[src/rtl/core/first_fit_block_allocator_macros.svh]
// Assertion macros for the first-fit block allocator.
`ifndef FIRST_FIT_BLOCK_ALLOCATOR_MACROS_SVH
`define FIRST_FIT_BLOCK_ALLOCATOR_MACROS_SVH

// Same-cycle implication, sampled on the rising clock, off while in reset.
`define FFA_ASSERT_NOW(label, clk, rst, ante, cons) \
   label: assert property (@(posedge clk) disable iff (rst) (ante) |-> (cons)) \
      else $error("first_fit_block_allocator: same-cycle check failed");

// Next-cycle implication, sampled on the rising clock, off while in reset.
`define FFA_ASSERT_NEXT(label, clk, rst, ante, cons) \
   label: assert property (@(posedge clk) disable iff (rst) (ante) |=> (cons)) \
      else $error("first_fit_block_allocator: next-cycle check failed");

`endif

[src/rtl/core/ffa_pkg.sv]
`timescale 1ns / 1ps

package ffa_pkg;

   localparam int MAX_BLOCKS   = 64;
   localparam int IDX_W        = $clog2(MAX_BLOCKS);
   localparam int CNT_W        = $clog2(MAX_BLOCKS + 1);
   localparam int HEADER_BYTES = 24;
   localparam int HEAP_BYTES   = 65536;
   // growth bound: payload addresses must fit 16 bits
   localparam int LIMIT_CAP    = (HEAP_BYTES < 65536) ? HEAP_BYTES : 65536;

   localparam logic MODE_ALLOC = 1'b0;
   localparam logic MODE_FREE  = 1'b1;

   localparam logic [1:0] STATUS_DONE    = 2'd0;
   localparam logic [1:0] STATUS_IGNORED = 2'd1;
   localparam logic [1:0] STATUS_NOMEM   = 2'd2;
   localparam logic [1:0] STATUS_UNKNOWN = 2'd3;

   typedef struct packed {
      logic        mode;
      logic [16:0] request_size;
      logic [15:0] release_address;
   } ffa_req_type;

   typedef struct packed {
      logic [15:0] payload_address;
      logic [1:0]  status;
   } ffa_rsp_type;

   typedef struct packed {
      logic [15:0] start;
      logic [16:0] length;
      logic        is_free;
   } ffa_entry_type;

endpackage

[src/rtl/core/first_fit_block_allocator.sv]
`timescale 1ns / 1ps
// First-fit block allocator over a 64-entry block table held in one memory.
// A zero-size allocate, a null free or a request on an empty table skips the
//   scan; others read the entries in order up to the first hit.
// Throughput: one request at a time; the next beat is taken once the result
//   is registered. The table scan (one memory read per cycle) sets the figure.
// Reset (synchronous, active high): table empty, heap top 0, limit 65536.

`include "first_fit_block_allocator_macros.svh"

module first_fit_block_allocator
   import ffa_pkg::*;
(
   input  logic        clock,
   input  logic        reset,
   input  logic        req_valid,
   output logic        req_ready,
   input  ffa_req_type req_payload,
   output logic        rsp_valid,
   input  logic        rsp_ready,
   output ffa_rsp_type rsp_payload,
   input  logic        csr_wr_en,
   input  logic [16:0] csr_wr_data
);

   // sequencer codes
   localparam logic [1:0] S_IDLE  = 2'd0;
   localparam logic [1:0] S_SCAN  = 2'd1;
   localparam logic [1:0] S_APPLY = 2'd2;

   // control state
   logic [1:0]       state_ff,       state_in;
   logic [CNT_W-1:0] entry_count_ff, entry_count_in;
   logic [16:0]      heap_top_ff,    heap_top_in;
   logic [16:0]      heap_limit_ff,  heap_limit_in;
   logic             rsp_valid_ff,   rsp_valid_in;
   logic             chk_vld_ff,     chk_vld_in;

   // working registers of the current request
   ffa_req_type      req_ff,         req_in;
   logic [17:0]      total_ff,       total_in;
   logic [CNT_W-1:0] issue_idx_ff,   issue_idx_in;
   logic [CNT_W-1:0] chk_idx_ff,     chk_idx_in;
   logic             hit_ff,         hit_in;
   logic [CNT_W-1:0] hit_idx_ff,     hit_idx_in;
   ffa_entry_type    hit_entry_ff,   hit_entry_in;
   ffa_rsp_type      rsp_payload_ff, rsp_payload_in;

   // block table memory: one write port, one registered read port
   ffa_entry_type    entry_mem [MAX_BLOCKS];
   ffa_entry_type    rd_entry_ff;
   logic             mem_we;
   logic [IDX_W-1:0] mem_wa;
   ffa_entry_type    mem_wd;

   logic             req_fire;
   logic             apply_go;
   logic             ignore_req;
   logic             entry_hit;
   logic             last_checked;
   logic [16:0]      eff_limit;
   logic [18:0]      grow_top;
   logic [17:0]      hit_end;

   assign req_ready   = (state_ff == S_IDLE);
   assign req_fire    = req_valid && req_ready;
   assign rsp_valid   = rsp_valid_ff;
   assign rsp_payload = rsp_payload_ff;

   // heap_limit above the cap acts as the cap
   assign eff_limit = (heap_limit_ff > 17'(LIMIT_CAP)) ? 17'(LIMIT_CAP) : heap_limit_ff;

   assign ignore_req = (req_ff.mode == MODE_ALLOC) ? (req_ff.request_size == 17'd0)
                                                   : (req_ff.release_address == 16'd0);

   // hit test on the entry that was read last cycle
   always_comb begin
      if (req_ff.mode == MODE_ALLOC) begin
         entry_hit = rd_entry_ff.is_free && (rd_entry_ff.length >= req_ff.request_size);
      end else begin
         entry_hit = (({1'b0, rd_entry_ff.start} + 17'(HEADER_BYTES))
                      == {1'b0, req_ff.release_address});
      end
   end

   assign last_checked = ((chk_idx_ff + CNT_W'(1)) == entry_count_ff);
   assign grow_top     = {2'b00, heap_top_ff} + {1'b0, total_ff};
   assign hit_end      = {2'b00, hit_entry_ff.start} + 18'(HEADER_BYTES)
                         + {1'b0, hit_entry_ff.length};

   // commit needs the result register free
   assign apply_go = (state_ff == S_APPLY) && (!rsp_valid_ff || rsp_ready);

   always_comb begin
      state_in       = state_ff;
      entry_count_in = entry_count_ff;
      heap_top_in    = heap_top_ff;
      heap_limit_in  = csr_wr_en ? csr_wr_data : heap_limit_ff;
      rsp_valid_in   = rsp_valid_ff && !rsp_ready;
      chk_vld_in     = 1'b0;
      req_in         = req_ff;
      total_in       = total_ff;
      issue_idx_in   = issue_idx_ff;
      chk_idx_in     = chk_idx_ff;
      hit_in         = hit_ff;
      hit_idx_in     = hit_idx_ff;
      hit_entry_in   = hit_entry_ff;
      rsp_payload_in = rsp_payload_ff;
      mem_we         = 1'b0;
      mem_wa         = '0;
      mem_wd         = '0;

      unique case (state_ff)
         S_IDLE: begin
            if (req_fire) begin
               // latch the beat, start the scan at entry 0
               req_in       = req_payload;
               total_in     = 18'(HEADER_BYTES) + {1'b0, req_payload.request_size};
               hit_in       = 1'b0;
               issue_idx_in = '0;
               if ((req_payload.mode == MODE_ALLOC) ? (req_payload.request_size == 17'd0)
                                                    : (req_payload.release_address == 16'd0))
               begin
                  state_in = S_APPLY;
               end else if (entry_count_ff == '0) begin
                  state_in = S_APPLY;
               end else begin
                  state_in = S_SCAN;
               end
            end
         end
         S_SCAN: begin
            // issue the next read while the previous one is checked
            if (issue_idx_ff < entry_count_ff) begin
               chk_vld_in   = 1'b1;
               chk_idx_in   = issue_idx_ff;
               issue_idx_in = issue_idx_ff + CNT_W'(1);
            end
            if (chk_vld_ff) begin
               if (entry_hit) begin
                  hit_in       = 1'b1;
                  hit_idx_in   = chk_idx_ff;
                  hit_entry_in = rd_entry_ff;
                  chk_vld_in   = 1'b0;
                  state_in     = S_APPLY;
               end else if (last_checked) begin
                  chk_vld_in = 1'b0;
                  state_in   = S_APPLY;
               end
            end
         end
         S_APPLY: begin
            if (apply_go) begin
               rsp_valid_in   = 1'b1;
               state_in       = S_IDLE;
               rsp_payload_in = '{payload_address: 16'd0, status: STATUS_DONE};
               priority if (ignore_req) begin
                  rsp_payload_in.status = STATUS_IGNORED;
               end else if (req_ff.mode == MODE_ALLOC && hit_ff) begin
                  // reuse the free block whole
                  mem_we     = 1'b1;
                  mem_wa     = hit_idx_ff[IDX_W-1:0];
                  mem_wd     = hit_entry_ff;
                  mem_wd.is_free = 1'b0;
                  rsp_payload_in.payload_address = 16'(hit_entry_ff.start + 16'(HEADER_BYTES));
               end else if (req_ff.mode == MODE_ALLOC) begin
                  if (entry_count_ff >= CNT_W'(MAX_BLOCKS)) begin
                     rsp_payload_in.status = STATUS_NOMEM;
                  end else if (grow_top > {2'b00, eff_limit}) begin
                     rsp_payload_in.status = STATUS_NOMEM;
                  end else begin
                     // append at the heap top
                     mem_we         = 1'b1;
                     mem_wa         = entry_count_ff[IDX_W-1:0];
                     mem_wd         = '{start: heap_top_ff[15:0],
                                        length: req_ff.request_size,
                                        is_free: 1'b0};
                     entry_count_in = entry_count_ff + CNT_W'(1);
                     heap_top_in    = grow_top[16:0];
                     rsp_payload_in.payload_address =
                        16'(heap_top_ff[15:0] + 16'(HEADER_BYTES));
                  end
               end else if (hit_ff) begin
                  if (hit_end == {1'b0, heap_top_ff}) begin
                     // last block: drop it and lower the top
                     heap_top_in    = {1'b0, hit_entry_ff.start};
                     entry_count_in = hit_idx_ff;
                  end else begin
                     mem_we         = 1'b1;
                     mem_wa         = hit_idx_ff[IDX_W-1:0];
                     mem_wd         = hit_entry_ff;
                     mem_wd.is_free = 1'b1;
                  end
               end else begin
                  rsp_payload_in.status = STATUS_UNKNOWN;
               end
            end
         end
         default: begin
            state_in = S_IDLE;
         end
      endcase
   end

   // control registers
   always_ff @(posedge clock) begin
      if (reset) begin
         state_ff       <= S_IDLE;
         entry_count_ff <= '0;
         heap_top_ff    <= '0;
         heap_limit_ff  <= 17'd65536;
         rsp_valid_ff   <= 1'b0;
         chk_vld_ff     <= 1'b0;
      end else begin
         state_ff       <= state_in;
         entry_count_ff <= entry_count_in;
         heap_top_ff    <= heap_top_in;
         heap_limit_ff  <= heap_limit_in;
         rsp_valid_ff   <= rsp_valid_in;
         chk_vld_ff     <= chk_vld_in;
      end
   end

   // payload registers
   always_ff @(posedge clock) begin
      req_ff         <= req_in;
      total_ff       <= total_in;
      issue_idx_ff   <= issue_idx_in;
      chk_idx_ff     <= chk_idx_in;
      hit_ff         <= hit_in;
      hit_idx_ff     <= hit_idx_in;
      hit_entry_ff   <= hit_entry_in;
      rsp_payload_ff <= rsp_payload_in;
   end

   // block table
   always_ff @(posedge clock) begin
      if (mem_we) begin
         entry_mem[mem_wa] <= mem_wd;
      end
      rd_entry_ff <= entry_mem[issue_idx_ff[IDX_W-1:0]];
   end

   // busy right after a beat is taken
   `FFA_ASSERT_NEXT(a_busy_after_beat, clock, reset, req_fire, !req_ready)
   // the table never holds more than its depth
   `FFA_ASSERT_NOW(a_count_bound, clock, reset, 1'b1, entry_count_ff <= CNT_W'(MAX_BLOCKS))
   // the heap top stays within the growth bound
   `FFA_ASSERT_NOW(a_top_bound, clock, reset, 1'b1, heap_top_ff <= 17'(LIMIT_CAP))
   // only a successful allocate carries an address
   `FFA_ASSERT_NOW(a_fail_no_addr, clock, reset,
      rsp_valid_ff && (rsp_payload_ff.status != STATUS_DONE),
      rsp_payload_ff.payload_address == 16'd0)

endmodule

[config.mk]
export PLATFORM = sky130hd
export DESIGN_NAME = first_fit_block_allocator
export DESIGN_NICKNAME = d
export VERILOG_FILES = /design/src/rtl/core/ffa_pkg.sv /design/src/rtl/core/first_fit_block_allocator.sv
export VERILOG_INCLUDE_DIRS = /design/src /design/src/rtl/core
export SDC_FILE = /design/constraint.sdc
export NUM_CORES = 2
export LEC_CHECK = 0
export ABC_AREA = 1
export ABC_CLOCK_PERIOD_IN_PS = 6360
export BUFFER_PORTS_ARGS = -buffer_cell sky130_fd_sc_hd__buf_2
export CAP_MARGIN = 20
export CORE_MARGIN = 4
export CORE_UTILIZATION = 50
export CTS_BUF_LIST = sky130_fd_sc_hd__clkbuf_8
export CTS_CLUSTER_SIZE = 25
export DETAILED_ROUTE_END_ITERATION = 7
export PLACE_DENSITY = 0.7
export SYNTH_ARGS = -nofsm -noshare
export SYNTH_HDL_FRONTEND = slang
export SYNTH_SLANG_ARGS = --single-unit
[constraint.sdc]
create_clock -name clock -period 6.36 [get_ports clock]
set_input_delay 0.318 -clock clock [delete_from_list [all_inputs] [get_ports clock]]
set_output_delay 0.318 -clock clock [all_outputs]
set_load 0.01 [all_outputs]
# Yosys cells after proc, flatten, opt, wreduce, memory -nomap -nowiden

Memory sizes are Yosys's and may differ from the RTL's. A register that Yosys moved wholly into a read port is not among the register bits.
Cells that the tools add are included.

$add $sub $neg: 10
$lt $le $gt $ge: 5
Eq/ne operators: 15
Muxes and demuxes: 73
Bitwise logic cells: 4
Reductions and logical operators: 25

Operators by type and width:

| cell                                          | number |
|---|---|
| 2-to-1 mux 34 bit                             | 9 |
| 2-to-1 mux 17 bit                             | 6 |
| 2-to-1 mux 16 bit                             | 4 |
| 2-to-1 mux 6 bit                              | 9 |
| 2-to-1 mux 7 bit                              | 7 |
| adder 16 x 5 -> 17 bit, second input constant | 2 |
| zero test 17 bit                              | 2 |
| adder 16 x 5 -> 16 bit, second input constant | 2 |
| zero test 16 bit                              | 2 |
| 2-to-1 mux 1 bit                              | 24 |
| 2-to-1 mux 2 bit                              | 11 |
| adder 7 x 1 -> 7 bit, second input constant   | 3 |
| adder 17 x 18 -> 19 bit                       | 1 |
| > comparator 19 x 17 -> 1 bit                 | 1 |
| adder 17 x 17 -> 18 bit                       | 1 |
| adder 5 x 17 -> 18 bit, first input constant  | 1 |
| equality test 18 x 17 -> 1 bit                | 1 |
| equality test 17 x 16 -> 1 bit                | 1 |
| >= comparator 17 bit                          | 1 |
| > comparator 17 bit, second input constant    | 1 |
| one-hot mux 7 bit (2 select lines)            | 1 |
| inequality test 2 bit, second input constant  | 6 |
| AND reduction 4 bit                           | 2 |
| AND reduction 8 bit                           | 1 |
| other kinds (19)                              | 33 |

Register bits: 170
RAM bits: 2176
Input port bits: 56
Output and inout port bits: 20
Logic and storage cells: 152
Memories kept: 1

Memory list:

| memory    | depth | bits a word | read ports | clocked after memory_dff | wr ports | RTL line                        | RTL |
|---|---|---|---|---|---|---|---|
| entry_mem | 64    | 34          | 1          | 1                        | 1        | first_fit_block_allocator.sv:50 | `ffa_entry_type entry_mem [MAX_BLOCKS];` |

# Longest topological paths before layout

Depth after elaboration: 12
Depth in mapped cells: 29
Mapped depth without buffers: 28

# Worst setup path before layout

OpenSTA, ideal clock, no wires.

Path type: flip-flop to flip-flop
Start point: reg req_ff[16] (netlist bit)
End point: mem entry_mem[0][19] (netlist bit), data pin
Library setup time: 701 ps
Arrival: 5615 ps
Data required time: 5659 ps
Setup slack: 43 ps
Cell stages (with the launch flop): 21
Buffers on the path: 1
Clock period less this slack: 6317 ps
Path through: edfxtp_1 -> ha_1 -> fa_1 -> nand4_1 -> nand3_1 -> nand3_1 -> nand2_1 -> nand2_1 -> nand2_1 -> a31oi_1 -> xor2_1 -> ha_1 -> nand2_1 -> nor3_1 -> nand4_1 -> nand2_1 -> nand4_2 -> buf_6 -> o31ai_1 -> inv_1 -> o21ai_0

RTL lines:

| element                | RTL line                         | RTL |
|---|---|---|
| from (decl)            | first_fit_block_allocator.sv:40  | `ffa_req_type req_ff, req_in;` |
| from (signal assigned) | first_fit_block_allocator.sv:226 | `req_ff <= req_in;` |
| to (decl)              | first_fit_block_allocator.sv:50  |  |

# Worst setup path after layout

Start point: reg req_ff[16] (netlist bit)
End point: mem entry_mem[61][23] (netlist bit), enable pin

Longest elaborated chain between the ends: 7
Elaborated cells between the ends (all ways): 10
Those cells by class: mux: 9; reduce/logical: 1

Ends and longest elaborated chain:

| element                                | RTL line                         | RTL |
|---|---|---|
| zero test 17 bit *                     | first_fit_block_allocator.sv:73  | `assign ignore_req = (req_ff.mode == MODE_ALLOC) ? (req_ff.request_size == 17'd0)` |
| 2-to-1 mux 1 bit *                     | first_fit_block_allocator.sv:73  |  |
| 2-to-1 mux 1 bit                       | first_fit_block_allocator.sv:157 | `priority if (ignore_req) begin` |
| 2-to-1 mux 1 bit                       | first_fit_block_allocator.sv:153 | `if (apply_go) begin` |
| 2-to-1 mux 1 bit                       | first_fit_block_allocator.sv:113 | `unique case (state_ff)` |
| 2-to-1 mux 1 bit                       | first_fit_block_allocator.sv:238 | `if (mem_we) begin` |
| 2-to-1 mux 1 bit (not written as such) | first_fit_block_allocator.sv:239 | `entry_mem[mem_wa] <= mem_wd;` |

Mark *: on every way between the ends. The rest lies on a longest branch, timed or not.

==> results.py <==
metrics = {
    "placement": {
        "place_congestion": 0.938,
        "hpwl_mm": 163,
        "portBuffers": 75,
        "dpl_worst_slack_ps": 687,
    },
    "yosys": {
        "syn-mean-instance-area_um2": 13.2,
        "async_flop_share_pct": 0,
        "synth-edff-count": 2298,
        "netlist_area_um2": 97700,
        "yosysWarnings": 0,
        "synth-seq-area-share_pct": 72.2,
        "postSynthCellCount": 7415,
        "ys_seq_elements": 2377,
        "yosysUniqueCellTypes": 64,
        "ys.flop_type": "edfxtp_1",
        "syn_nets": 7570,
    },
    "layout": {
        "syn_to_final_growth_pct": 13.1,
        "seq_area_um2": 70600,
        "final_util_pct": 56.8,
        "final_nets": 7899,
        "final_common_cell": "edfxtp_1",
        "drive_gt1_share_pct": 11.3,
        "multi_input_area_um2": 24800,
        "most-common-layout-cells": "2298 x edfxtp_1, 1351 x nor2_1, 616 x o21ai_0, 506 x nand2_1, 409 x clkbuf_8",
        "fill_cells": 15200,
    },
    "sta": {
        "tightestPinTransition_ps": 1260,
        "drv_slew": 0,
        "period_minus_slack_ps": 5820,
        "setup_viol": 0,
        "tns_ps": 0,
        "skew_ps": 75.8,
        "rsz0062_at_grt": "no",
        "max_slew_margin_pct": 15.8,
        "fmax_ghz": 0.172,
        "hold_violations": 0,
        "hold_ws_ps": 69.6,
        "min_period_over_period_pct": 91.5,
        "setup_ws_ps": 543,
    },
    "routing": {
        "drt_first_pass_iters": 8,
        "drc": 10,
        "drtAntennaViolNets": 0,
        "routed_via_density": 6.21,
        "vias": 65700,
        "wire_per_inst_um": 26.8,
        "drt_wl_total_mm": 283,
        "first_iter_violations": 9371,
    },
    "worst_setup_path": {
        "startpoint_type": "register",
        "critical_path.startpoint": "req_ff[16]$_DFFE_PP_",
        "r2r_start": "req_ff[16]$_DFFE_PP_",
        "cp-end-kind": "register",
        "path_class": "reg -> reg",
        "critPathRequiredTime_ps": 7130,
        "path_max_fanout": 11,
        "critPathArrivalTime_ps": 6590,
    },
    "global_routing": {
        "grt_busiest_layer": "met2",
        "grt_overflow": 0,
        "grt_use_met3_pct": 6.70,
        "met2_usage_pct": 41.7,
        "grt_pass1_wl_mm": 413,
        "gr-usage-met1_pct": 37.4,
        "grt_pass1_vias": 62400,
        "grt_max_degree": 181,
        "grt_usage_pct": 27.3,
        "antenna_found_initial": 20,
    },
    "clock_tree": {
        "cts_max_level": 5,
        "cts-resized-gates": 0,
        "clkLatencyLatePin_ps": 1080,
        "numCtsBuffers": 385,
        "cts_root_buf": "clkbuf_8",
        "clock_path_buffers": 4,
        "clk_pin_slew_worst_paths_ps": 70,
        "cts_tree": "done",
        "cts.sinks": 2377,
    },
    "die": {
        "core_area_um2": 195000,
        "die_h_um": 450,
        "dieWidth_um": 450,
        "start_util_pct": 50.2,
        "ios": 76,
        "dieArea_um2": 203000,
        "rows": 162,
    },
    "outcome": {
        "outcome": "complete, but fails checks",
        "violations": "DRC",
    },
    "worst_hold_path": {
        "hold_class": "in -> reg",
        "min_from": "req_payload[29]",
    },
    "pwr": {
        "finalPower_mw": 43.2,
        "powerDensity_nw_per_um2": 391,
        "total_leakage_power_nw": 37.9,
        "ir_drop_v": 0.000289,
    },
    "run": {
        "cap_violations": 0,
    },
}
==> flip-flops by register name (all words and copies together) (netlist names), 15 cells and up <==
name	cells
rd_entry_ff	34
req_ff	34
hit_entry_ff	33
rsp_payload	18
heap_top_ff	17
total_ff	15
entry_mem	2176
heap_limit_ff	17
==> report_power, final <==
part	switching (mW)	total (mW)	internal [mW]
registers	0.359	19.1	18.7
clock network	5.82	11.8	5.95
logic	9.11	12.3	3.24
total	15.3	43.2	27.9
==> per-stage QoR <==
step | std cells | area [um^2]
floorplan | 7415 | 97700
global placement | 9762 | 102000
detailed placement | 9763 | 102000
CTS | 10600 | 110000
global route | 10600 | 110000
finish | 10600 | 110000
==> synthesized netlist by cell type (11+ instances only) <==
library cell	n	area share [%]
a21oi_1	201	1.0
a221o_1	21	0.22
a31oi_1	63	0.40
a32o_1	12	0.12
buf_1	60	0.23
buf_2	70	0.36
clkbuf_1	340	1.3
dfxtp_1	79	1.6
edfxtp_1	2298	71
ha_1	97	1.2
inv_1	258	0.99
mux2i_1	212	2.2
nand2_1	506	1.9
nand2_2	14	0.090
nand3_1	223	1.1
nand4_1	39	0.25
nor2_1	1412	5.4
nor2_2	14	0.090
nor3_1	29	0.15
nor4_1	15	0.096
o211ai_1	65	0.50
o21ai_0	619	3.2
o21ai_1	14	0.072
o221ai_1	241	2.2
o32ai_1	332	3.0
or2_2	11	0.070
xnor2_1	25	0.22
xor2_1	55	0.49
==> routing by layer <==
metal	vias to the layer above	wire length, um
met5	-	35
met4	6	13300
met3	678	31800
met2	3901	128000
met1	32500	110000
li1	28500	-
==> what timing repair did <==
action / 4_1_cts / 5_1_grt
hold endpoints to repair: 101 / 0
setup buffers: 0 / 0
hold buffers: 135 / 0
==> worst paths after layout <==
path | to | slack, ps | cells past startpoint
worst max-delay path | entry_mem[61][23]$_DFFE_PP_ | 540 | 26
worst min-delay path | req_ff[29]$_DFFE_PP_ | 70 | 2
worst max register to register | entry_mem[61][23]$_DFFE_PP_ | 540 | 26
worst min register to register | hit_entry_ff[1]$_DFFE_PP_ | 440 | 0
==> logic make-up (layout without fill, tap and decap cells) <==
kind of cell	after synthesis	count (layout)	synth area share (%)
AOI/OAI and AO/OA	1593	1593	10.9
DFF	2377	2377	72.2
xor gates and xnor gates	80	80	0.717
adders and majority gates	99	99	1.28
buffers and inverters	746	1346	2.98
and+or+nand+nor	2308	2308	9.77
other	0	15	0
muxes	212	212	2.17
==> critical path, cell delays in order, from the launching register on <==
cell	delay, ps
edfxtp_1	490
ha_1	310
fa_1	460
nand4_1	120
nand3_1	150
nand3_1	110
nand2_1	130
xor2_1	280
ha_1	320
nand2_1	100
nor2_1	60
nand2_1	60
nor2_1	40
nor2_1	80
nand2_1	70
nand2_1	60
nand2_1	40
nand2_1	50
nand2_1	70
a21boi_2	540
nand4_1	200
nand3_2	140
nand2_2	140
inv_2	230
nand2_2	330
nor2_4	580
buf_4	310
==> final cells by class <==
| cell class | instances | share of cell area [%] |
|---|---|---|
| Antenna cell | 15 | 0.0340 |
| Clock buffer | 409 | 5.10 |
| Clock inverter | 249 | 0.958 |
| Inverter | 271 | 0.942 |
| Multi-Input combinational cell | 4292 | 22.4 |
| Sequential cell | 2377 | 63.9 |
| Tap cell | 2542 | 2.88 |
| Timing Repair Buffer | 417 | 3.78 |
No activity file was read; power rests on OpenSTA's default activity.
